--- src/agcm_pkg.sv ---
// ---------------------------------------------------------------------------
// agcm_pkg
// Shared types, constants and round functions for the AES-GCM block.
// ---------------------------------------------------------------------------
`default_nettype none
package agcm_pkg;

  localparam int unsigned LENGTH_COUNT_BITS = 36;
  localparam int unsigned GHASH_DIGIT       = 4;
  localparam int unsigned GHASH_STEPS       = 128 / GHASH_DIGIT;
  localparam int unsigned GHASH_CNT_W       = $clog2(GHASH_STEPS);

  localparam logic [1:0] OP_AAD    = 2'd0;
  localparam logic [1:0] OP_TEXT   = 2'd1;
  localparam logic [1:0] OP_FINISH = 2'd2;

  localparam logic [3:0] CFG_KEY0    = 4'd0;
  localparam logic [3:0] CFG_KEY1    = 4'd1;
  localparam logic [3:0] CFG_KEY2    = 4'd2;
  localparam logic [3:0] CFG_KEY3    = 4'd3;
  localparam logic [3:0] CFG_IV_UP   = 4'd4;
  localparam logic [3:0] CFG_IV_LO   = 4'd5;
  localparam logic [3:0] CFG_KEYSIZE = 4'd6;
  localparam logic [3:0] CFG_DIR     = 4'd7;

  localparam logic [7:0]   GF_POLY  = 8'he1;
  localparam logic [7:0]   AES_POLY = 8'h1b;

  typedef logic [LENGTH_COUNT_BITS-1:0] len_t;

  typedef enum logic [3:0] {
    ST_IDLE,
    ST_EXPAND,
    ST_HASHKEY,
    ST_TAGMASK,
    ST_DISPATCH,
    ST_CTR,
    ST_GHASH,
    ST_OUT
  } state_e;

  typedef struct packed {
    logic         start;
    logic [127:0] blk;
  } aes_req_t;

  localparam logic [7:0] SBOX [256] = '{
    8'h63,8'h7c,8'h77,8'h7b,8'hf2,8'h6b,8'h6f,8'hc5,8'h30,8'h01,8'h67,8'h2b,8'hfe,8'hd7,8'hab,8'h76,
    8'hca,8'h82,8'hc9,8'h7d,8'hfa,8'h59,8'h47,8'hf0,8'had,8'hd4,8'ha2,8'haf,8'h9c,8'ha4,8'h72,8'hc0,
    8'hb7,8'hfd,8'h93,8'h26,8'h36,8'h3f,8'hf7,8'hcc,8'h34,8'ha5,8'he5,8'hf1,8'h71,8'hd8,8'h31,8'h15,
    8'h04,8'hc7,8'h23,8'hc3,8'h18,8'h96,8'h05,8'h9a,8'h07,8'h12,8'h80,8'he2,8'heb,8'h27,8'hb2,8'h75,
    8'h09,8'h83,8'h2c,8'h1a,8'h1b,8'h6e,8'h5a,8'ha0,8'h52,8'h3b,8'hd6,8'hb3,8'h29,8'he3,8'h2f,8'h84,
    8'h53,8'hd1,8'h00,8'hed,8'h20,8'hfc,8'hb1,8'h5b,8'h6a,8'hcb,8'hbe,8'h39,8'h4a,8'h4c,8'h58,8'hcf,
    8'hd0,8'hef,8'haa,8'hfb,8'h43,8'h4d,8'h33,8'h85,8'h45,8'hf9,8'h02,8'h7f,8'h50,8'h3c,8'h9f,8'ha8,
    8'h51,8'ha3,8'h40,8'h8f,8'h92,8'h9d,8'h38,8'hf5,8'hbc,8'hb6,8'hda,8'h21,8'h10,8'hff,8'hf3,8'hd2,
    8'hcd,8'h0c,8'h13,8'hec,8'h5f,8'h97,8'h44,8'h17,8'hc4,8'ha7,8'h7e,8'h3d,8'h64,8'h5d,8'h19,8'h73,
    8'h60,8'h81,8'h4f,8'hdc,8'h22,8'h2a,8'h90,8'h88,8'h46,8'hee,8'hb8,8'h14,8'hde,8'h5e,8'h0b,8'hdb,
    8'he0,8'h32,8'h3a,8'h0a,8'h49,8'h06,8'h24,8'h5c,8'hc2,8'hd3,8'hac,8'h62,8'h91,8'h95,8'he4,8'h79,
    8'he7,8'hc8,8'h37,8'h6d,8'h8d,8'hd5,8'h4e,8'ha9,8'h6c,8'h56,8'hf4,8'hea,8'h65,8'h7a,8'hae,8'h08,
    8'hba,8'h78,8'h25,8'h2e,8'h1c,8'ha6,8'hb4,8'hc6,8'he8,8'hdd,8'h74,8'h1f,8'h4b,8'hbd,8'h8b,8'h8a,
    8'h70,8'h3e,8'hb5,8'h66,8'h48,8'h03,8'hf6,8'h0e,8'h61,8'h35,8'h57,8'hb9,8'h86,8'hc1,8'h1d,8'h9e,
    8'he1,8'hf8,8'h98,8'h11,8'h69,8'hd9,8'h8e,8'h94,8'h9b,8'h1e,8'h87,8'he9,8'hce,8'h55,8'h28,8'hdf,
    8'h8c,8'ha1,8'h89,8'h0d,8'hbf,8'he6,8'h42,8'h68,8'h41,8'h99,8'h2d,8'h0f,8'hb0,8'h54,8'hbb,8'h16
  };

  function automatic logic [7:0] xtime(input logic [7:0] b);
    xtime = {b[6:0], 1'b0} ^ (b[7] ? AES_POLY : 8'h00);
  endfunction

  function automatic logic [127:0] sub_shift(input logic [127:0] s);
    logic [127:0] t;
    for (int c = 0; c < 4; c++) begin
      for (int r = 0; r < 4; r++) begin
        t[127-8*(c*4+r) -: 8] = SBOX[s[127-8*((((c+r)&3)*4)+r) -: 8]];
      end
    end
    sub_shift = t;
  endfunction

  function automatic logic [127:0] mix_columns(input logic [127:0] s);
    logic [127:0] t;
    logic [7:0] a0, a1, a2, a3, all;
    for (int c = 0; c < 4; c++) begin
      a0  = s[127-32*c -: 8];
      a1  = s[119-32*c -: 8];
      a2  = s[111-32*c -: 8];
      a3  = s[103-32*c -: 8];
      all = a0 ^ a1 ^ a2 ^ a3;
      t[127-32*c -: 8] = a0 ^ all ^ xtime(a0 ^ a1);
      t[119-32*c -: 8] = a1 ^ all ^ xtime(a1 ^ a2);
      t[111-32*c -: 8] = a2 ^ all ^ xtime(a2 ^ a3);
      t[103-32*c -: 8] = a3 ^ all ^ xtime(a3 ^ a0);
    end
    mix_columns = t;
  endfunction

  function automatic logic [127:0] lead_mask(input logic [4:0] n);
    logic [127:0] m;
    for (int b = 0; b < 16; b++) begin
      m[127-8*b -: 8] = (5'(b) < n) ? 8'hff : 8'h00;
    end
    lead_mask = m;
  endfunction

  function automatic len_t sat_add(input len_t cnt, input logic [4:0] n);
    logic [LENGTH_COUNT_BITS:0] sum;
    sum = {1'b0, cnt} + {{(LENGTH_COUNT_BITS-4){1'b0}}, n};
    sat_add = sum[LENGTH_COUNT_BITS] ? {LENGTH_COUNT_BITS{1'b1}} : sum[LENGTH_COUNT_BITS-1:0];
  endfunction

endpackage
`default_nettype wire

--- src/agcm_key_sched.sv ---
// ---------------------------------------------------------------------------
// agcm_key_sched
// Word-serial AES key expansion into a round-key table, one word per cycle.
// ---------------------------------------------------------------------------
`default_nettype none
module agcm_key_sched (
  input  wire logic         clk_i,
  input  wire logic         rst_ni,
  input  wire logic         start_i,
  input  wire logic [255:0] key_i,
  input  wire logic [1:0]   key_size_i,
  output logic              done_o,
  output logic [3:0]        nrounds_o,
  input  wire logic [3:0]   rd_idx_i,
  output logic [127:0]      rd_key_o
);

  logic [127:0] rows_q [15];
  logic [31:0]  win_q [8];
  logic [31:0]  win_d [8];
  logic         busy_q, busy_d;
  logic [5:0]   idx_q, idx_d;
  logic [2:0]   mod_q, mod_d;
  logic [7:0]   rc_q, rc_d;
  logic [3:0]   nr_q, nr_d;
  logic [3:0]   nk_q, nk_d;
  logic         done_q, done_d;
  logic [1:0]   ks;
  logic [31:0]  tw, new_w, wr_w;
  logic [2:0]   old_sel;
  logic [5:0]   total;

  assign ks      = (key_size_i == 2'd3) ? 2'd2 : key_size_i;
  assign old_sel = 3'(4'd8 - nk_q);
  assign total   = {nr_q, 2'b00} + 6'd4;

  always_comb begin
    tw = win_q[7];
    if (mod_q == 3'd0) begin
      tw = {SBOX_l(tw[23:16]) ^ rc_q, SBOX_l(tw[15:8]), SBOX_l(tw[7:0]), SBOX_l(tw[31:24])};
    end else if (nk_q == 4'd8 && mod_q == 3'd4) begin
      tw = {SBOX_l(tw[31:24]), SBOX_l(tw[23:16]), SBOX_l(tw[15:8]), SBOX_l(tw[7:0])};
    end
    new_w = win_q[old_sel] ^ tw;
  end

  function automatic logic [7:0] SBOX_l(input logic [7:0] b);
    SBOX_l = agcm_pkg::SBOX[b];
  endfunction

  always_comb begin
    busy_d = busy_q;
    idx_d  = idx_q;
    mod_d  = mod_q;
    rc_d   = rc_q;
    nr_d   = nr_q;
    nk_d   = nk_q;
    done_d = 1'b0;
    win_d  = win_q;
    wr_w   = new_w;
    if (start_i) begin
      busy_d = 1'b1;
      idx_d  = '0;
      mod_d  = '0;
      rc_d   = 8'h01;
      nr_d   = 4'd10 + {1'b0, ks, 1'b0};
      nk_d   = 4'd4 + {1'b0, ks, 1'b0};
      for (int k = 0; k < 8; k++) begin
        win_d[k] = key_i[255-32*k -: 32];
      end
      for (int k = 0; k < 8; k++) begin
        if (k < 4) begin
          win_d[7-k] = key_i[255-32*(3-k) -: 32];
        end
      end
      if (ks == 2'd1) begin
        for (int k = 0; k < 6; k++) begin
          win_d[7-k] = key_i[255-32*(5-k) -: 32];
        end
      end else if (ks == 2'd2) begin
        for (int k = 0; k < 8; k++) begin
          win_d[k] = key_i[255-32*k -: 32];
        end
      end
    end else if (busy_q) begin
      if ({2'b00, idx_q} < {2'b00, nk_q, 2'b00} >> 2) begin
        wr_w = key_i[255-32*idx_q[2:0] -: 32];
      end else begin
        for (int k = 0; k < 7; k++) begin
          win_d[k] = win_q[k+1];
        end
        win_d[7] = new_w;
        if (mod_q == 3'd0) begin
          rc_d = agcm_pkg::xtime(rc_q);
        end
        mod_d = (mod_q == 3'(nk_q - 4'd1)) ? 3'd0 : mod_q + 3'd1;
      end
      idx_d = idx_q + 6'd1;
      if (idx_q == total - 6'd1) begin
        busy_d = 1'b0;
        done_d = 1'b1;
      end
    end
  end

  always_ff @(posedge clk_i or negedge rst_ni) begin
    if (!rst_ni) begin
      busy_q <= 1'b0;
      done_q <= 1'b0;
      idx_q  <= '0;
      mod_q  <= '0;
      rc_q   <= 8'h01;
      nr_q   <= 4'd10;
      nk_q   <= 4'd4;
    end else begin
      busy_q <= busy_d;
      done_q <= done_d;
      idx_q  <= idx_d;
      mod_q  <= mod_d;
      rc_q   <= rc_d;
      nr_q   <= nr_d;
      nk_q   <= nk_d;
    end
  end

  always_ff @(posedge clk_i) begin
    win_q <= win_d;
    if (busy_q && !start_i) begin
      rows_q[idx_q[5:2]][{~idx_q[1:0], 5'b0} +: 32] <= wr_w;
    end
  end

  assign done_o    = done_q;
  assign nrounds_o = nr_q;
  assign rd_key_o  = rows_q[rd_idx_i];

endmodule
`default_nettype wire

--- config.mk ---
export PLATFORM = sky130hd
export DESIGN_NAME = agcm_key_sched
export DESIGN_NICKNAME = d
export VERILOG_FILES = /design/src/agcm_pkg.sv /design/src/agcm_key_sched.sv
export SDC_FILE = /design/constraint.sdc
export NUM_CORES = 2
export LEC_CHECK = 0
export BUFFER_PORTS_ARGS = -buffer_cell sky130_fd_sc_hd__buf_2
export CORE_ASPECT_RATIO = 1.1
export CORE_MARGIN = 2
export CORE_UTILIZATION = 50
export DETAILED_ROUTE_END_ITERATION = 8
export PLACE_DENSITY = 0.65
export SYNTH_ARGS = -nofsm -noshare
export SYNTH_HDL_FRONTEND = slang
export SYNTH_SLANG_ARGS = --single-unit
--- constraint.sdc ---
create_clock -name clk_i -period 8.9 [get_ports clk_i]
set_clock_uncertainty 0.1 [all_clocks]
set_input_delay 0.89 -clock clk_i [delete_from_list [all_inputs] [get_ports clk_i]]
set_output_delay 0.89 -clock clk_i [all_outputs]
set_load 0.01 [all_outputs]
**Word-level counts from Yosys, hierarchy flattened**

Memory sizes are Yosys's and may differ from the RTL's.
Cells that the tools add are included.

- Memories kept: 5
- Memory bits (read-only): 8,192
- Memory bits (writable): 1,920
- Register bits after elaboration: 283
- Logic and storage cells: 105

- $add $sub $neg: 10
- Shift operators: 3
- Reduce and logical (&&, ||, !) cells: 8
- Equal/unequal tests: 8
- Multiplexer cells: 41
- Magnitude comparators: 6
- Bitwise operators: 9

Memory list:

| name | words | width | read ports | clocked after Yosys merged registers in | wr ports | line | text |
|---|---|---|---|---|---|---|---|
| (no name shown) | 256 | 8 | 1 | 0 | 0 | agcm_key_sched.sv:48 | `SBOX_l = agcm_pkg::SBOX[b];` |
| (no name shown) | 256 | 8 | 1 | 0 | 0 | agcm_key_sched.sv:48 |  |
| (no name shown) | 256 | 8 | 1 | 0 | 0 | agcm_key_sched.sv:48 |  |
| (no name shown) | 256 | 8 | 1 | 0 | 0 | agcm_key_sched.sv:48 |  |
| rows_q | 15 | 128 | 1 | 0 | 1 | agcm_key_sched.sv:18 | `logic [127:0] rows_q [15];` |

Operator list:

| operator | count |
|---|---|
| $mux 256 | 3 |
| $shiftx 287x33->32 | 1 |
| $mux 128 | 2 |
| $mux 32 | 7 |
| $mux 192 | 1 |
| $shift 32x9->128 const A | 1 |
| $shiftx 32x9->128 | 1 |
| $bmux 32 s3 | 1 |
| $mux 8 | 12 |
| $ge 9x9->1 const B | 4 |
| $not 8->9 | 4 |
| $xor 32x32->32 | 1 |
| $mux 3 | 4 |
| $mux 6 | 2 |
| $neg 7->9 | 1 |
| $sub 8x8->9 const A | 1 |
| $xor 8x5->8 | 1 |
| $xor 8x8->8 | 1 |
| $mux 1 | 7 |
| $add 6x1->6 const B | 1 |
| $add 6x3->6 const B | 1 |
| $eq 6x6->1 | 1 |
| $lt 6x4->1 | 1 |
| $sub 6x1->6 const B | 1 |
| 22 further kinds | 25 |

**Logic depth before layout (Yosys ltp)**

- Depth after elaboration: 11
- Gate-level depth with buffers: 16
- Depth with buffers taken out: 11

**Worst setup path after synthesis**

Ideal clock, no wire load.

- Path kind: input port to flip-flop
- Start: input start_i
- End: register win_q[0] (netlist name), enable pin
- Path slack: 0.337 ns
- Buffers on the path: 3
- Data arrival time: 7.800 ns
- Stages on the path: 4
- Data required time: 8.137 ns
- Cells stage by stage: clkbuf_1 -> clkbuf_1 -> clkbuf_1 -> nand2b_1

- Longest elaborated chain between the ends: 2
- Elaborated cells between the ends (all ways): 3
- Classes of those cells: 1 x eq/ne; 2 x reduce/logical

Ends and longest elaborated chain:

| element | line | text |
|---|---|---|
| start: declaration | agcm_key_sched.sv:9 | `input wire logic start_i,` |
| $ne 2x2->1 (no source line) / $reduce_bool 2->1 (equally long branches) | n/a |  |
| $reduce_and 2->1 (no source line) * | n/a |  |
| end signal: assignment | agcm_key_sched.sv:127 | `win_q <= win_d;` |
| end: declaration | agcm_key_sched.sv:19 | `logic [31:0] win_q [8];` |

Every way passes the cells marked *; elsewhere a longest branch is shown, timed or not.
A chain may end at the register's enable or synchronous reset.

**Worst setup path after layout**

- Start: register win_q[17] (netlist name)
- End: memory rows_q[12][57], data pin

- Longest elaborated chain between the ends: 11
- Elaborated cells between the ends (all ways): 15
- Classes of those cells: 1 x shift; 10 x mux; 3 x bitwise; 1 x memory

Ends and longest elaborated chain:

| element | line | text |
|---|---|---|
| $not 8->9 (implied by the code) | agcm_key_sched.sv:48 |  |
| $mem_v2 256x8 | n/a |  |
| $mux 8 (implied by the code) (2 in series) | agcm_key_sched.sv:48 |  |
| $mux 32 / $xor 8x8->8 (equally long branches) | agcm_key_sched.sv:41, agcm_key_sched.sv:40 |  |
| $mux 32 | agcm_key_sched.sv:39 | `if (mod_q == 3'd0) begin` |
| $xor 32x32->32 * | agcm_key_sched.sv:44 | `new_w = win_q[old_sel] ^ tw;` |
| $mux 32 | agcm_key_sched.sv:86 | `if ({2'b00, idx_q} < {2'b00, nk_q, 2'b00} >> 2) begin` |
| $mux 32 | agcm_key_sched.sv:85 | `end else if (busy_q) begin` |
| $mux 32 * | agcm_key_sched.sv:61 | `if (start_i) begin` |
| $shiftx 32x9->128 * | agcm_key_sched.sv:129 | `rows_q[idx_q[5:2]][{~idx_q[1:0], 5'b0} +: 32] <= wr_w;` |
| end: declaration | agcm_key_sched.sv:18 |  |

Every way passes the cells marked *; elsewhere a longest branch is shown, timed or not. The select of a mux whose other input is x is not followed.

==> flow_summary_export.csv <==
group,metric,value,unit
drt,routed_wl,359,mm
placement,routabilityCongestion,1.05,
global_route,grt_pass1_wl,506,mm
global_route,grt_max_degree,154,
drt,wl_per_cell,34.5,um
hold_path,worstHoldStart,"key_i[217]",
drt,ant_nets,0,
logic_synthesis,synthCells,7153,
cts,numCtsBuffers,213,
die,num_io_pins,398,
timing,final_hold_viol_count,0,
drt,vias_per_cell,6.80,
cts,clkTransAtPathRegs,80,ps
logic_synthesis,ys_seq_elements,2201,
die,rows,177,
logic_synthesis,synth_flop_cell,"edfxtp_1",
timing,slew_viol_final,0,
timing,fmax,148,MHz
cells_and_area,area_growth,12.4,%
drt,dr.pass1.iters,6,
logic_synthesis,synthArstFlopShare,1.14,%
logic_synthesis,ys_types,104,
power,p_comb_share,38.3,%
timing,max-slew-margin-rel,0.841,%
logic_synthesis,syn_area,107000,um2
worst_setup_path,cp.arrival,7110,ps
timing,post-route-period-util,76.0,%
timing,rsz0062_at_grt,"no",
worst_setup_path,cp-end-kind,"flip-flop",
placement,dp.cells,9953,
cts,cts_tree,"done",
worst_setup_path,cp-startpoint,"win_q[17]",
placement,numPortBuffers,396,
outcome,status,"finished, violations left",
global_route,grt-ovfl-total,0,
drt,drc,0,
die,fp.coreArea,212000,um2
timing,setup_viol,0,
global_route,grtUsageTotal,32.5,%
logic_synthesis,yosysWarnings,0,
global_route,antenna_found_initial,58,
power,power_switching_share,38.9,%
global_route,grt_pass1_vias,68400,
power,clkPwrFrac,26.3,%
cells_and_area,fin_cells,10400,
cells_and_area,final_common_cell,"edfxtp_1",
die,initial_core_util,50.4,%
cts,h-tree-depth,4,
drt,vias,70500,
outcome,violations,"max-capacitance violations",
timing,fin_setup_tns,0,ps
cells_and_area,final_cell_mix,"edfxtp_1 (2176), mux4_2 (635), nand2_1 (521)",
worst_setup_path,rr_startpoint,"win_q[17]",
worst_setup_path,criticalPathCategory,"flip-flop to flip-flop",
worst_setup_path,crit_required,9240,ps
worst_setup_path,cp_max_fo,35,
logic_synthesis,synth-edff-count,2176,
timing,fin_crit,6760,ps
drt,drt_iter0_drc,9425,
timing,worst_slew_pin_slew,1480,ps
power,ir_drop,0.000242,V
die,die_area,217000,um2
cts,root_buffer,"clkbuf_16",
die,die_width,445,um
power,seq_power_share,35.4,%
power,pwr_density_cell,294,nW/um2
logic_synthesis,syn_area_per_cell,14.9,um2
logic_synthesis,yosysSeqAreaShare,61.8,%
cts,clock_sinks,2201,
job,timing.max_cap.violations,1,
cells_and_area,final_nets,7730,
power,p_leak,40.4,nW
cells_and_area,drive_gt1_share,26.3,%
cells_and_area,stdcell_area,120000,um2
cts,insertion_delay,890,ps
hold_path,hold_class,"input port to flip-flop",
placement,dpl_cell_area,113000,um2
power,internal-power,21.6,mW
power,p_switching,13.7,mW
cts,clockBufferDepth,3,
worst_setup_path,worstSetupStartpointType,"flip-flop",
logic_synthesis,synth.net_count,7488,
die,die_h,489,um
placement,dp_hpwl,224,mm
## final timing paths
path,slack (ps),cells after the start,endpoint
worst max-delay path,2140,13,rows_q[12][57]
worst min-delay path,270,2,win_q[217]
worst max register to register,2140,13,rows_q[12][57]
worst min register to register,420,1,win_q[123]
max in group asynchronous,7520,2,idx_q[1]
min in group asynchronous,540,2,nk_q[1]
## flip-flops by register name, summed over array words and instances, names as in the netlist
register,flops
busy_q,1
done_o,1
idx_q,6
mod_q,3
nk_q,3
nrounds_o,3
rc_q,8
rows_q,1920
win_q,256
## cells in the mapped netlist, drive strengths merged (70+ instances only)
cell type  number  share of area [%]
mux2          156                1.6
o211ai         87               0.61
nand2b        106               0.62
nor3          147               0.69
a211oi        119               0.84
a21oi         262                1.2
mux2i         370                3.5
buf           265                1.2
nor2b         131               0.77
clkbuf        354                1.2
nor2          357                1.3
o21ai         450                2.1
nand2         521                1.8
nand3          77               0.36
edfxtp       2176                 61
mux4          635                 13
ha             70               0.82
## layout make-up
class                           count  area (um2)
Antenna cell                       32        80.1
Clock buffer                      247        5560
Clock inverter                    147        1630
Fill cell                       16600       91900
Inverter                           57         214
Multi-Input combinational cell   4276       39100
Sequential cell                  2201       66000
Tap cell                         2774        3470
Timing Repair Buffer              646        4080
## worst max-delay path: stages (launching register included)
cell and delay, ps:
edfxtp_1 320, buf_4 360, inv_1 380, ha_1 980, nand2_1 390, a211o_1 350
o211a_1 130, a2111oi_0 970, a31oi_1 290, xor2_1 330, o221ai_1 270, mux2i_2 230
buf_4 200, nor3_1 1010
## layer usage
metal | up-vias | global-route usage, % | part of all wire [%]
li1 | 29100 | - | -
met1 | 36200 | 43.1 | 38
met2 | 4377 | 51.0 | 47
met3 | 844 | 7.46 | 9.9
met4 | 36 | 15.9 | 5.5
met5 | - | 0 | 0.070
## cells by family (layout without fill, tap and decap cells)
| group | Yosys count | count (layout) | synth area share (%) |
|---|---|---|---|
| XOR/XNOR | 74 | 74 | 0.607 |
| other | 1 | 33 | 0.00351 |
| buffers and inverters | 676 | 1097 | 2.65 |
| multiplexers | 1161 | 1161 | 18.5 |
| flip-flops | 2201 | 2201 | 61.8 |
| AND/OR/NAND/NOR | 1547 | 1547 | 6.87 |
| AO/OA/AOI/OAI | 1422 | 1422 | 8.77 |
| adder cells (fa/ha/maj) | 71 | 71 | 0.829 |
## through the flow
step                      hold slack, ps  util [%]  setup WS [ps]  total power, mW
after global placement               413      53.2           2520             25.8
final                                268      56.7           2140             35.3
after floorplan                      406         -            337             20.3
after global routing                 247      56.6           1950             36.2
after detailed placement             417      53.2           2340             25.7
after CTS                            202      56.6           2270             34.9
## what timing repair did
action / 4_1_cts / 5_1_grt
resized for setup: 0 / 0
setup buffers: 0 / 0
hold buffers: 1 / 0
endpoints found under the hold margin: 21 / 0
## power groups by stage
stage / Clock (mW) / Sequential, mW / Combinational, mW
after floorplan: 0 / 12.7 / 7.65
after detailed placement: 0 / 12.7 / 13.0
final: 9.30 / 12.5 / 13.5
after global placement: 0 / 12.7 / 13.1
after CTS: 9.41 / 12.5 / 13.0
after global routing: 9.79 / 12.5 / 13.9
Note: power is estimated with default switching activity, not from simulation.
