**src/agcm_pkg.sv**
```systemverilog
// ---------------------------------------------------------------------------
// agcm_pkg
// Shared types, constants and round functions for the AES-GCM block.
// ---------------------------------------------------------------------------
`default_nettype none
package agcm_pkg;

  localparam int unsigned LENGTH_COUNT_BITS = 36;
  localparam int unsigned GHASH_DIGIT       = 4;
  localparam int unsigned GHASH_STEPS       = 128 / GHASH_DIGIT;
  localparam int unsigned GHASH_CNT_W       = $clog2(GHASH_STEPS);

  localparam logic [1:0] OP_AAD    = 2'd0;
  localparam logic [1:0] OP_TEXT   = 2'd1;
  localparam logic [1:0] OP_FINISH = 2'd2;

  localparam logic [3:0] CFG_KEY0    = 4'd0;
  localparam logic [3:0] CFG_KEY1    = 4'd1;
  localparam logic [3:0] CFG_KEY2    = 4'd2;
  localparam logic [3:0] CFG_KEY3    = 4'd3;
  localparam logic [3:0] CFG_IV_UP   = 4'd4;
  localparam logic [3:0] CFG_IV_LO   = 4'd5;
  localparam logic [3:0] CFG_KEYSIZE = 4'd6;
  localparam logic [3:0] CFG_DIR     = 4'd7;

  localparam logic [7:0]   GF_POLY  = 8'he1;
  localparam logic [7:0]   AES_POLY = 8'h1b;

  typedef logic [LENGTH_COUNT_BITS-1:0] len_t;

  typedef enum logic [3:0] {
    ST_IDLE,
    ST_EXPAND,
    ST_HASHKEY,
    ST_TAGMASK,
    ST_DISPATCH,
    ST_CTR,
    ST_GHASH,
    ST_OUT
  } state_e;

  typedef struct packed {
    logic         start;
    logic [127:0] blk;
  } aes_req_t;

  localparam logic [7:0] SBOX [256] = '{
    8'h63,8'h7c,8'h77,8'h7b,8'hf2,8'h6b,8'h6f,8'hc5,8'h30,8'h01,8'h67,8'h2b,8'hfe,8'hd7,8'hab,8'h76,
    8'hca,8'h82,8'hc9,8'h7d,8'hfa,8'h59,8'h47,8'hf0,8'had,8'hd4,8'ha2,8'haf,8'h9c,8'ha4,8'h72,8'hc0,
    8'hb7,8'hfd,8'h93,8'h26,8'h36,8'h3f,8'hf7,8'hcc,8'h34,8'ha5,8'he5,8'hf1,8'h71,8'hd8,8'h31,8'h15,
    8'h04,8'hc7,8'h23,8'hc3,8'h18,8'h96,8'h05,8'h9a,8'h07,8'h12,8'h80,8'he2,8'heb,8'h27,8'hb2,8'h75,
    8'h09,8'h83,8'h2c,8'h1a,8'h1b,8'h6e,8'h5a,8'ha0,8'h52,8'h3b,8'hd6,8'hb3,8'h29,8'he3,8'h2f,8'h84,
    8'h53,8'hd1,8'h00,8'hed,8'h20,8'hfc,8'hb1,8'h5b,8'h6a,8'hcb,8'hbe,8'h39,8'h4a,8'h4c,8'h58,8'hcf,
    8'hd0,8'hef,8'haa,8'hfb,8'h43,8'h4d,8'h33,8'h85,8'h45,8'hf9,8'h02,8'h7f,8'h50,8'h3c,8'h9f,8'ha8,
    8'h51,8'ha3,8'h40,8'h8f,8'h92,8'h9d,8'h38,8'hf5,8'hbc,8'hb6,8'hda,8'h21,8'h10,8'hff,8'hf3,8'hd2,
    8'hcd,8'h0c,8'h13,8'hec,8'h5f,8'h97,8'h44,8'h17,8'hc4,8'ha7,8'h7e,8'h3d,8'h64,8'h5d,8'h19,8'h73,
    8'h60,8'h81,8'h4f,8'hdc,8'h22,8'h2a,8'h90,8'h88,8'h46,8'hee,8'hb8,8'h14,8'hde,8'h5e,8'h0b,8'hdb,
    8'he0,8'h32,8'h3a,8'h0a,8'h49,8'h06,8'h24,8'h5c,8'hc2,8'hd3,8'hac,8'h62,8'h91,8'h95,8'he4,8'h79,
    8'he7,8'hc8,8'h37,8'h6d,8'h8d,8'hd5,8'h4e,8'ha9,8'h6c,8'h56,8'hf4,8'hea,8'h65,8'h7a,8'hae,8'h08,
    8'hba,8'h78,8'h25,8'h2e,8'h1c,8'ha6,8'hb4,8'hc6,8'he8,8'hdd,8'h74,8'h1f,8'h4b,8'hbd,8'h8b,8'h8a,
    8'h70,8'h3e,8'hb5,8'h66,8'h48,8'h03,8'hf6,8'h0e,8'h61,8'h35,8'h57,8'hb9,8'h86,8'hc1,8'h1d,8'h9e,
    8'he1,8'hf8,8'h98,8'h11,8'h69,8'hd9,8'h8e,8'h94,8'h9b,8'h1e,8'h87,8'he9,8'hce,8'h55,8'h28,8'hdf,
    8'h8c,8'ha1,8'h89,8'h0d,8'hbf,8'he6,8'h42,8'h68,8'h41,8'h99,8'h2d,8'h0f,8'hb0,8'h54,8'hbb,8'h16
  };

  function automatic logic [7:0] xtime(input logic [7:0] b);
    xtime = {b[6:0], 1'b0} ^ (b[7] ? AES_POLY : 8'h00);
  endfunction

  function automatic logic [127:0] sub_shift(input logic [127:0] s);
    logic [127:0] t;
    for (int c = 0; c < 4; c++) begin
      for (int r = 0; r < 4; r++) begin
        t[127-8*(c*4+r) -: 8] = SBOX[s[127-8*((((c+r)&3)*4)+r) -: 8]];
      end
    end
    sub_shift = t;
  endfunction

  function automatic logic [127:0] mix_columns(input logic [127:0] s);
    logic [127:0] t;
    logic [7:0] a0, a1, a2, a3, all;
    for (int c = 0; c < 4; c++) begin
      a0  = s[127-32*c -: 8];
      a1  = s[119-32*c -: 8];
      a2  = s[111-32*c -: 8];
      a3  = s[103-32*c -: 8];
      all = a0 ^ a1 ^ a2 ^ a3;
      t[127-32*c -: 8] = a0 ^ all ^ xtime(a0 ^ a1);
      t[119-32*c -: 8] = a1 ^ all ^ xtime(a1 ^ a2);
      t[111-32*c -: 8] = a2 ^ all ^ xtime(a2 ^ a3);
      t[103-32*c -: 8] = a3 ^ all ^ xtime(a3 ^ a0);
    end
    mix_columns = t;
  endfunction

  function automatic logic [127:0] lead_mask(input logic [4:0] n);
    logic [127:0] m;
    for (int b = 0; b < 16; b++) begin
      m[127-8*b -: 8] = (5'(b) < n) ? 8'hff : 8'h00;
    end
    lead_mask = m;
  endfunction

  function automatic len_t sat_add(input len_t cnt, input logic [4:0] n);
    logic [LENGTH_COUNT_BITS:0] sum;
    sum = {1'b0, cnt} + {{(LENGTH_COUNT_BITS-4){1'b0}}, n};
    sat_add = sum[LENGTH_COUNT_BITS] ? {LENGTH_COUNT_BITS{1'b1}} : sum[LENGTH_COUNT_BITS-1:0];
  endfunction

endpackage
`default_nettype wire

```
**src/agcm_ghash.sv**
```systemverilog
// ---------------------------------------------------------------------------
// agcm_ghash
// Digit-serial GF(2^128) multiply-accumulate, four multiplier bits a cycle.
// ---------------------------------------------------------------------------
`default_nettype none
module agcm_ghash (
  input  wire logic         clk_i,
  input  wire logic         rst_ni,
  input  wire logic         start_i,
  input  wire logic         clear_i,
  input  wire logic [127:0] blk_i,
  input  wire logic [127:0] h_i,
  output logic              done_o,
  output logic [127:0]      acc_o
);

  localparam int unsigned CW = agcm_pkg::GHASH_CNT_W;

  logic         busy_q;
  logic         done_q;
  logic [CW-1:0] cnt_q;
  logic [127:0] acc_q, x_q, v_q, z_q;
  logic [127:0] x_n, v_n, z_n;

  always_comb begin
    x_n = x_q;
    v_n = v_q;
    z_n = z_q;
    for (int i = 0; i < agcm_pkg::GHASH_DIGIT; i++) begin
      if (x_n[127]) begin
        z_n = z_n ^ v_n;
      end
      v_n = {1'b0, v_n[127:1]} ^ (v_n[0] ? {agcm_pkg::GF_POLY, 120'b0} : 128'b0);
      x_n = {x_n[126:0], 1'b0};
    end
  end

  always_ff @(posedge clk_i or negedge rst_ni) begin
    if (!rst_ni) begin
      busy_q <= 1'b0;
      done_q <= 1'b0;
      cnt_q  <= '0;
      acc_q  <= '0;
    end else begin
      done_q <= 1'b0;
      if (clear_i) begin
        acc_q <= '0;
      end
      if (start_i) begin
        busy_q <= 1'b1;
        cnt_q  <= '0;
      end else if (busy_q) begin
        cnt_q <= cnt_q + CW'(1);
        if (cnt_q == CW'(agcm_pkg::GHASH_STEPS - 1)) begin
          busy_q <= 1'b0;
          done_q <= 1'b1;
          acc_q  <= z_n;
        end
      end
    end
  end

  always_ff @(posedge clk_i) begin
    if (start_i) begin
      x_q <= acc_q ^ blk_i;
      v_q <= h_i;
      z_q <= '0;
    end else begin
      x_q <= x_n;
      v_q <= v_n;
      z_q <= z_n;
    end
  end

  assign done_o = done_q;
  assign acc_o  = acc_q;

endmodule
`default_nettype wire

```
**config.mk**
```make
export PLATFORM = sky130hd
export DESIGN_NAME = agcm_ghash
export DESIGN_NICKNAME = d
export VERILOG_FILES = /design/src/agcm_pkg.sv /design/src/agcm_ghash.sv
export SDC_FILE = /design/constraint.sdc
export NUM_CORES = 1
export LEC_CHECK = 0
export BUFFER_PORTS_ARGS = -buffer_cell sky130_fd_sc_hd__clkbuf_2
export CORE_AREA = 2 2 329 331
export CTS_CLUSTER_SIZE = 30
export DETAILED_ROUTE_END_ITERATION = 10
export DIE_AREA = 0 0 331 333
export SYNTH_ARGS = -nofsm -noshare
export SYNTH_HDL_FRONTEND = slang
export SYNTH_SLANG_ARGS = --single-unit
```
**constraint.sdc**
```tcl
create_clock -name clk_i -period 1.92 [get_ports clk_i]
set_clock_uncertainty 0.2 [all_clocks]
set_input_delay 0.192 -clock clk_i [delete_from_list [all_inputs] [get_ports clk_i]]
set_output_delay 0.192 -clock clk_i [all_outputs]
set_load 0.01 [all_outputs]
```
# After elaboration in Yosys (flattened, before gate mapping)

Cells that the tools add are included.
Widths: inputs -> output; s select.

Output and inout port bits: 129
Register bits after elaboration: 519
Input port bits: 260

Mux-type cells: 22
Add/subtract/negate cells: 1
Bitwise logic cells: 9
Equality and inequality tests: 1
Reductions and logical operators: 1

Operators by type and width:

| operator            | number |
|---|---|
| $mux 128            | 14 |
| $xor 128x128->128   | 5 |
| $xor 127x128->128   | 4 |
| $mux 5              | 2 |
| $mux 1              | 6 |
| $add 5x1->5 const B | 1 |
| $eq 5x5->1 const B  | 1 |
| $reduce_bool 2->1   | 1 |

# Depth between registers and ports, before layout

Gate-level depths: netlist (run 1).

Word-level depth: 11
Gate-level depth with buffers: 11

# Worst setup path after synthesis (run 1)

No wires, ideal clock.

Path type: reg2reg
Start point: reg cnt_q[0]
End point: reg acc_q[100], in the netlist acc_o[100]
Data arrival time: 1723 ps
Path buffers: 4
Data required time: 1587 ps
Setup slack: -136 ps
Setup time: 133 ps
Cell stages (with the launch flop): 12
Cell sequence: dfrtp_1 -> ha_1 -> and3_1 -> ha_1 -> nand2_1 -> or2_1 -> buf_2 -> buf_6 -> buf_6 -> buf_2 -> nand3b_1 -> o21ai_0

Longest elaborated chain between the ends: 4

RTL lines:

| element                | line             | source |
|---|---|---|
| from (decl)            | agcm_ghash.sv:21 | `logic [CW-1:0] cnt_q;` |
| from (signal assigned) | agcm_ghash.sv:53 | `cnt_q <= cnt_q + CW'(1);` |
| $eq 5x5->1             | agcm_ghash.sv:54 | `if (cnt_q == CW'(agcm_pkg::GHASH_STEPS - 1)) begin` |
| $mux 128               | agcm_ghash.sv:54 |  |
| $mux 128               | agcm_ghash.sv:52 | `end else if (busy_q) begin` |
| $mux 128               | agcm_ghash.sv:49 | `if (start_i) begin` |
| to (signal assigned)   | agcm_ghash.sv:57 | `acc_q <= z_n;` |
| to (decl)              | agcm_ghash.sv:22 | `logic [127:0] acc_q, x_q, v_q, z_q;` |

No other way between the ends.
A chain may end at the register's enable or synchronous reset.

# Worst setup path in the final report (run 1)

Start point: reg cnt_q[1]
End point: reg acc_q[26], in the netlist acc_o[26]

Same word-level chain as after synthesis.

==> results of run 1 <==
[Yosys cell counts (2+ instances only)]
cell type / instances / area share (%)
nor2_1: 257 / 4.0
buf_1: 7 / 0.11
xnor3_1: 2 / 0.18
xnor2_1: 510 / 18
buf_6: 14 / 0.65
dfrtp_1: 135 / 14
inv_1: 3 / 0.046
dfxtp_1: 384 / 32
o21ai_1: 2 / 0.041
clkbuf_1: 57 / 0.88
o21ai_0: 129 / 2.6
a21oi_1: 124 / 2.5
buf_2: 76 / 1.6
and2_1: 4 / 0.10
buf_4: 8 / 0.25
mux2i_1: 2 / 0.082
nand3b_1: 128 / 3.9
ha_1: 2 / 0.10
mux2_2: 125 / 5.8
xor2_1: 136 / 4.9
nand2_1: 514 / 7.9
[worst max path at each step]
stage	from	to
finish	cnt_q[1]	acc_o[26]
global route	cnt_q[1]	acc_o[4]
CTS	cnt_q[1]	acc_o[59]
detailed placement	cnt_q[0]	acc_o[51]
global placement	cnt_q[0]	acc_o[59]
floorplan	cnt_q[0]	acc_o[100]
[layout by cell type, fill, tap and decap left out, types with 5 or more instances in the layout]
cell type | synthesis | final
xnor2_1 | 510 | 505
clkbuf_8 | 0 | 8
diode_2 | 0 | 6
xor2_1 | 136 | 136
nand2_1 | 514 | 513
dlygate4sd3_1 | 0 | 358
dfxtp_1 | 384 | 379
clkbuf_2 | 0 | 385
buf_4 | 8 | 93
clkbuf_1 | 57 | 12
mux2_2 | 125 | 125
nand3b_1 | 128 | 128
o21ai_1 | 2 | 95
clkinv_2 | 0 | 14
a21oi_1 | 124 | 124
buf_12 | 0 | 38
clkbuf_16 | 0 | 67
o21ai_0 | 129 | 34
dfrtp_1 | 135 | 135
clkinvlp_4 | 0 | 5
xnor2_2 | 1 | 6
nor2_1 | 257 | 257
[kinds of logic after synthesis]
| family | synth area share, % |
|---|---|
| AOI/OAI and AO/OA | 5.45 |
| adders and majority gates | 0.103 |
| buffers and inverters | 3.48 |
| DFF | 45.4 |
| xor gates and xnor gates | 23.6 |
| muxes | 5.85 |
| and+or+nand+nor | 16.1 |
[stage by stage]
stage	util [%]	area [sq um]	setup WS (ns)
6_report	32.5	34700	-0.0749
5_1_grt	32.5	34700	-0.179
4_1_cts	32.2	34400	-0.0830
3_5_place_dp	26.9	28700	-0.124
3_3_place_gp	26.9	28700	-0.0838
2_1_floorplan	-	24400	-0.127
[area by class of cell]
type | count | area, sq um
sequential | 519 | 11100
clock inverter | 31 | 293
clock buffer | 81 | 1680
fill | 10800 | 71900
inverter | 3 | 11.3
antenna | 6 | 15.0
multi-input combinational | 1949 | 12500
tap | 1403 | 1760
timing repair buffer | 889 | 7280
[sequential cells by signal, indices dropped and copies added (netlist names)]
signal / cells
done_o: 1
busy_q: 1
v_q: 128
cnt_q: 5
z_q: 128
acc_o: 128
x_q: 128
[per-layer routing]
metal,track usage (%),wire (microns)
met1,18.4,36100
met2,24.2,39900
met3,2.11,3750
met4,4.84,2410
met5,0,27
[power by group]
part	switching, mW	total (mW)	internal (mW)
registers	1.21	13.9	12.7
logic	5.27	10.8	5.49
clock network	5.07	11.6	6.48
[worst max-delay path, stage by stage, from the launching register on]
cell,delay (ns)
dfrtp_1,0.36
ha_2,0.18
and3_4,0.19
ha_4,0.13
nand2_2,0.04
or2_4,0.25
buf_12,0.17
clkbuf_16,0.20
nand3b_1,0.09
o21ai_1,0.06
[timing repair]
action / in CTS / in global routing
resized for setup: 62 / 54
buffers inserted: 3 / 4
endpoints found under the hold margin: 531 / 2
setup endpoints to repair: 127 / 140
gates cloned: 1 / 6
pin swaps: 4 / 5
hold buffers: 358 / 3
==> flow_summary.json, run 1 <==
{
  "status": "finished with violations",
  "violations": "negative setup slack",
  "r2r_slack_ns": -0.07,
  "vias": 20600,
  "num_rows": 120,
  "p_per_area_mw_per_mm2": 1050,
  "area_delta_synth_final_pct": 42.1,
  "min_from": "start_i",
  "cts_max_path_buffers": 3,
  "async_flop_share_pct": 26.0,
  "endpoint_kind": "flip-flop",
  "drive_gt1_share_pct": 22.5,
  "period_share_pct": 104,
  "drt_iter0_drc": 1094,
  "port_buffers": 388,
  "cts_tree": "built",
  "p_leak_nw": 14.9,
  "grt_pass1_vias": 20600,
  "synth_area_sq_mm": 0.0244,
  "synth_edf_count": 0,
  "ys_seq_elements": 519,
  "ys_seq_area_share_pct": 45.4,
  "ys.flop_type": "dfxtp_1",
  "reg2regPathDepth": 9,
  "rsz0062_at_grt": "true",
  "vias_per_cell": 4.22,
  "grt_max_degree": 129,
  "fp.dieW_microns": 331,
  "crit_type": "flip-flop to flip-flop",
  "grt_overflow": 0,
  "hold_slack_ns": 0.0189,
  "wl_per_cell_microns": 16.8,
  "clock_latency_ns": 0.67,
  "fmax_ghz": 0.501,
  "rr_startpoint": "cnt_q[1]",
  "grtUsageTotal_pct": 14.3,
  "syn_inst": 2633,
  "arrival_ns": 2.33,
  "clk_pin_slew_worst_paths_ns": 0.07,
  "place.gp.congestion": 0.806,
  "numCtsBuffers": 60,
  "cp_max_fo": 19,
  "synth.distinct_cells": 35,
  "grt_pass1_wl_mm": 122,
  "hold_viol": 0,
  "cts_sinks": 519,
  "coreArea_sq_mm": 0.107,
  "start_kind": "flip-flop",
  "hold_end": "x_q[62]",
  "worst_slack_ns": -0.0749,
  "drv_slew": 0,
  "start_util_pct": 22.9,
  "synth_nets": 2895,
  "io_pins": 389,
  "reg2reg_to": "acc_o[26]",
  "fin_nets": 3684,
  "die_area_sq_mm": 0.110,
  "maxCapViolations": 0,
  "dr.pass1.iters": 8,
  "required_ns": 2.25,
  "place_hpwl_mm": 54.3,
  "tightest_slew_ns": 0.749,
  "setup_tns_ns": -3.84,
  "cts_htree_levels": 2,
  "dp.cells": 4389,
  "power.total_mw": 36.3,
  "peakVddDrop_v": 0.000634,
  "min_period_ns": 1.99,
  "yosysWarnings": 0,
  "drcViolationCount": 0,
  "instances_no_fill": 4881,
  "slew_headroom_pct": 49.9,
  "hold_depth": 5,
  "antenna_found_initial": 13,
  "postRouteAntennaNets": 0,
  "synth.avg_cell_area_sq_um": 9.26,
  "root_buffer": "clkbuf_16",
  "totalWireLength_mm": 82.2,
  "hp-class": "input port to flip-flop",
  "die_h_microns": 333,
  "finalSetupViolCount": 90
}
Note: power is estimated with default switching activity, not from simulation.
==> run 2, diff against run 1 <==
TNS_END_PERCENT = 1   (was default)
==> run 2 against run 1 <==
Compared with the run above: the flow still finishes with violations (negative setup slack); clock power rose by 7%; sequential power hardly changed; global-route usage fell by 0.26 points; die area did not move; final cell count hardly changed; worst hold slack improved by 0.10 ns; critical endpoint is now acc_o[1]; largest power group unchanged.
==> flow_summary.json, run 2 (synthesis results as in run 1) <==
{
  "dr.pass1.iters": 5,
  "cts_tree": "built",
  "maxCapViolations": 0,
  "min_period_ns": 2.00,
  "slew_headroom_pct": 67.9,
  "grt_pass1_wl_mm": 121,
  "tightest_slew_ns": 0.476,
  "arrival_ns": 2.30,
  "met3_usage_pct": 1.79,
  "cp_max_fo": 16,
  "use_met2_pct": 23.6,
  "die_h_microns": 333,
  "port_buffers": 388,
  "status": "finished with violations",
  "drcViolationCount": 0,
  "grt_max_degree": 65,
  "p_leak_nw": 14.9,
  "instances_no_fill": 4879,
  "fp.dieW_microns": 331,
  "dp.cells": 4391,
  "violations": "negative setup slack",
  "drv_slew": 0,
  "start_util_pct": 22.9,
  "p_per_area_mw_per_mm2": 1060,
  "fmax_ghz": 0.500,
  "crit_type": "flip-flop to flip-flop",
  "drive_gt1_share_pct": 22.6,
  "endpoint_kind": "flip-flop",
  "grt_overflow": 0,
  "cts_sinks": 519,
  "totalWireLength_mm": 79.3,
  "post-route-util_pct": 32.7,
  "setup_tns_ns": -5.04,
  "period_share_pct": 104,
  "hp-class": "input port to flip-flop",
  "root_buffer": "clkbuf_16",
  "hold_viol": 0,
  "num_rows": 120,
  "met1_usage_pct": 18.1,
  "antenna_found_initial": 8,
  "clk_pin_slew_worst_paths_ns": 0.06,
  "vias": 20400,
  "busiest_layer": "met2",
  "layout_common_cells": "nand2_1, xnor2_1, clkbuf_2",
  "clock_latency_ns": 0.63,
  "start_kind": "flip-flop",
  "cts_htree_levels": 2,
  "grtUsageTotal_pct": 14.0,
  "die_area_sq_mm": 0.110,
  "worst_slack_ns": -0.0786,
  "peakVddDrop_v": 0.000674,
  "io_pins": 389,
  "coreArea_sq_mm": 0.107,
  "drt_iter0_drc": 1136,
  "vias_per_cell": 4.18,
  "nFillCells": 10700,
  "rsz0062_at_grt": "true",
  "final_common_cell": "nand2_1",
  "area_delta_synth_final_pct": 42.8,
  "fin_nets": 3681,
  "wl_per_cell_microns": 16.2,
  "finalSetupViolCount": 124,
  "cts_max_path_buffers": 3,
  "place_hpwl_mm": 54.0,
  "numCtsBuffers": 61,
  "grt_pass1_vias": 20600,
  "postRouteAntennaNets": 0,
  "required_ns": 2.23,
  "place.gp.congestion": 0.796
}
==> run 2: cell count changes in the layout (fill, tap and decap cells not counted), sizes merged, moves of 2 or more <==
cell	before	now
buf	140	145
bufinv	2	4
clkbuf	472	482
clkinv	17	12
clkinvlp	5	1
dlygate4sd3	358	353
inv	10	6
==> run 2: final cells by class <==
cell class              instances  area, sq um  share of cell area (%)
multi-input cells            1949        12600                    36.1
clock buffers                  95         1950                    5.60
diodes                          5         12.5                  0.0359
repair buffers                885         7190                    20.7
well taps                    1403         1760                    5.04
clock inverters                20          258                   0.740
flip-flops and latches        519        11100                    31.8
inverters                       3         11.3                  0.0323
==> run 2: critical path, cell delays in order, from the launching register on <==
cell,delay [ns]
dfrtp_1,0.35
ha_2,0.18
and3_4,0.19
ha_4,0.13
nand2_2,0.04
or2_4,0.27
buf_12,0.17
buf_16,0.16
nand3b_1,0.10
o21ai_1,0.07
==> run 2: stage by stage <==
stage	worst slack [ns]	power [mW]	cell area, sq um	hold WS (ns)
final	-0.0786	36.9	34800	0.118
after global routing	-0.173	39.0	34800	0.102
after CTS	-0.101	37.2	34700	0.0632
after detailed placement	-0.136	23.8	28700	-0.109
after global placement	-0.112	23.6	28700	-0.109
after floorplan	-0.127	21.2	24400	-0.304
==> run 2: final timing paths <==
kind                          start        end  slack, ns  cells after the start
setup reg to reg           cnt_q[1]   acc_o[1]      -0.08                      9
min in group asynchronous    rst_ni  acc_o[80]       0.45                      4
max in group asynchronous    rst_ni  acc_o[41]       0.69                      4
hold reg to reg            x_q[123]   x_q[127]       0.25                      2
hold / removal              h_i[23]    v_q[23]       0.12                      3
setup / recovery           cnt_q[1]   acc_o[1]      -0.08                      9
==> run 2: power by group <==
| part | leakage, nW | internal (mW) | switching, mW |
|---|---|---|---|
| registers | 5.11 | 12.7 | 1.20 |
| clock network | 1.09 | 7.54 | 4.86 |
| logic | 8.75 | 5.42 | 5.11 |
| total | 14.9 | 25.7 | 11.2 |
==> run 2: routing by layer <==
layer | share of wire [%] | wire, microns
met1 | 44 | 34900
met4 | 3.4 | 2710
met5 | 0.0088 | 7
met3 | 4.2 | 3350
met2 | 48 | 38300
==> run 2: timing repair <==
action | 4_1_cts | 5_1_grt
setup buffers | 5 | 2
hold buffers | 354 | 0
pin swaps | 9 | 5
gates resized for setup | 112 | 26
endpoints found under the hold margin | 546 | 0
endpoints found under the setup margin | 126 | 136
gates cloned | 4 | 3
==> run 3, diff against run 2 <==
ABC_AREA = 1   (was default)
CORE_AREA = 2 2 345 347   (was 2 2 329 331)
DIE_AREA = 0 0 347 349   (was 0 0 331 333)
==> run 3 against run 2 <==
Compared with the run above: the run still ends with negative setup slack left; total power fell by 8.9%; sequential cell count did not move; final cell count rose by 27%; critical path depth rose by 1; worst hold slack got worse by 0.058 ns; routed wire length rose by 28%; synthesized area rose by 9.8%; register-to-register slack improved by 0.05 ns; combinational power fell by 26%; critical path type unchanged; largest cell class unchanged.
==> flow_summary.json, run 3 <==
{
  "grtUsageTotal_pct": 16.4,
  "cts_tree": "built",
  "synth.distinct_cells": 30,
  "grt_pass1_wl_mm": 154,
  "final_common_cell": "nand2_1",
  "hold_depth": 4,
  "cp_max_fo": 6,
  "fp.dieW_microns": 347,
  "grt_pass1_vias": 26800,
  "drt_iter0_drc": 2020,
  "synth-compound-area-share_pct": 7.03,
  "numCtsBuffers": 66,
  "synth_area_sq_mm": 0.0268,
  "ys_seq_area_share_pct": 41.3,
  "rsz0062_at_grt": "true",
  "ys.flop_type": "dfxtp_1",
  "grt_max_degree": 59,
  "place_hpwl_mm": 66.9,
  "drive_gt1_share_pct": 13.8,
  "p_per_area_mw_per_mm2": 889,
  "io_pins": 389,
  "hold_slack_ns": 0.0603,
  "die_h_microns": 349,
  "r2r_slack_ns": -0.03,
  "vias_per_cell": 4.38,
  "grt_overflow": 0,
  "synth_simple_gate_area_share_pct": 28.5,
  "fmax_ghz": 0.513,
  "vias": 27200,
  "synth_top_area_share_pct": 28.7,
  "totalWireLength_mm": 102,
  "synth_mux_area_share_pct": 0,
  "cts_sinks": 519,
  "fin_nets": 4865,
  "crit_type": "flip-flop to flip-flop",
  "reg2reg_to": "acc_o[112]",
  "synthXorXnorAreaFrac_pct": 12.8,
  "hold_viol": 0,
  "min_period_ns": 1.95,
  "synthAdderAreaFrac_pct": 0.0934,
  "yosysTopAreaCell": "dfxtp_1",
  "min_from": "start_i",
  "drv_slew": 0,
  "status": "finished with violations",
  "cts_max_path_buffers": 3,
  "tightest_slew_ns": 1.00,
  "synth_nets": 4091,
  "yosysMostFrequentCell": "nand2_1",
  "maxCapViolations": 0,
  "rr_startpoint": "cnt_q[0]",
  "netlist_top_cells_count": "nand2_1, inv_1, dfxtp_1",
  "p_leak_nw": 17.8,
  "peakVddDrop_v": 0.000591,
  "place.gp.congestion": 0.836,
  "drcViolationCount": 0,
  "die_area_sq_mm": 0.121,
  "synth.avg_cell_area_sq_um": 6.99,
  "clock_latency_ns": 0.63,
  "violations": "negative setup slack",
  "required_ns": 2.27,
  "async_flop_share_pct": 26.0,
  "dr.pass1.iters": 6,
  "antenna_found_initial": 9,
  "slew_headroom_pct": 33.1,
  "port_buffers": 388,
  "start_kind": "flip-flop",
  "finalSetupViolCount": 9,
  "root_buffer": "clkbuf_16",
  "placed_area_sq_mm": 0.0311,
  "worst_slack_ns": -0.0278,
  "wl_per_cell_microns": 16.4,
  "layout_common_cells": "nand2_1, inv_1, dlygate4sd3_1",
  "cts_htree_levels": 3,
  "num_rows": 126,
  "dp_slack_ns": -0.232,
  "synth_edf_count": 0,
  "hp-class": "input port to flip-flop",
  "reg2regPathDepth": 10,
  "postRouteAntennaNets": 0,
  "arrival_ns": 2.30,
  "coreArea_sq_mm": 0.117,
  "hold_end": "x_q[112]",
  "synthTopCellsByArea": "dfxtp_1, nand2_1, dfrtp_1",
  "final_area_sq_mm": 0.0378,
  "area_delta_synth_final_pct": 41.1,
  "ys_seq_elements": 519,
  "yosysWarnings": 0,
  "period_share_pct": 101,
  "syn_inst": 3829,
  "clk_pin_slew_worst_paths_ns": 0.06,
  "endpoint_kind": "flip-flop",
  "synth_top_family_by_area": "simple AND/OR/NAND/NOR gates",
  "start_util_pct": 22.8
}
## run 3: cell type report
cell class | instances | area, sq um
tap | 1536 | 1920
multi-input combinational | 2618 | 13100
timing repair buffer | 890 | 7420
clock inverter | 24 | 325
clock buffer | 98 | 1970
sequential | 519 | 11100
fill | 12300 | 79700
antenna | 4 | 10.0
inverter | 508 | 1930
## run 3: worst max path at each step
stage / from / end / slack [ns] / depth (start not counted)
3_3_place_gp: cnt_q[0] / acc_o[107] / -0.19 / 8
5_1_grt: x_q[126] / z_q[1] / -0.13 / 10
3_5_place_dp: cnt_q[0] / acc_o[106] / -0.23 / 8
2_1_floorplan: cnt_q[1] / acc_o[108] / 0.12 / 10
4_1_cts: cnt_q[0] / acc_o[102] / -0.03 / 10
6_report: cnt_q[0] / acc_o[112] / -0.03 / 10
## run 3: cells by family after synthesis
group,Yosys count
AO/OA/AOI/OAI,374
XOR/XNOR,390
flip-flops,519
adder cells (fa/ha/maj),2
buffers and inverters,692
AND/OR/NAND/NOR,1852
## run 3: report_power, final
group	switching [mW]	internal, mW	total, mW	leakage [nW]
combinational	4.58	3.17	7.75	11.6
clock	5.29	7.96	13.3	1.11
sequential	0.680	11.9	12.6	5.10
total	10.5	23.0	33.6	17.8
## run 3: through the flow
| step | instances | power, mW | utilization [%] | TNS [ns] |
|---|---|---|---|---|
| global route | 6195 | 35.5 | 32.2 | -10.36 |
| detailed placement | 5662 | 19.6 | 26.4 | -11.30 |
| CTS | 6188 | 33.8 | 31.9 | -0.179 |
| global placement | 5662 | 19.4 | 26.4 | -8.47 |
| floorplan | 3829 | 17.6 | - | 0 |
| finish | 6197 | 33.6 | 32.2 | -0.113 |
## run 3: critical path, cell delays in order (launching register included)
cell and delay [ns]:
dfrtp_1 0.36, ha_2 0.19, inv_2 0.04, nor3_2 0.10, ha_2 0.22, nand3_4 0.13
clkinv_8 0.12, buf_12 0.16, clkbuf_16 0.16, nand3_1 0.08, nand2_1 0.07
## run 3: metal layers
metal / GRT usage [%] / up-vias / part of all wire (%)
met2: 26.8 / 900 / 45
met5: 0 / - / 0.069
met3: 3.70 / 190 / 6.6
met4: 5.60 / 10 / 3.1
li1: - / 13400 / -
met1: 21.2 / 12700 / 45
## run 3: timing repair
item / in CTS / in global routing
setup buffers: 3 / 2
hold endpoints to repair: 613 / 0
gates resized for setup: 9 / 35
endpoints found under the setup margin: 118 / 184
pin swaps: 1 / 8
hold buffers: 400 / 0
gates cloned: 1 / 3
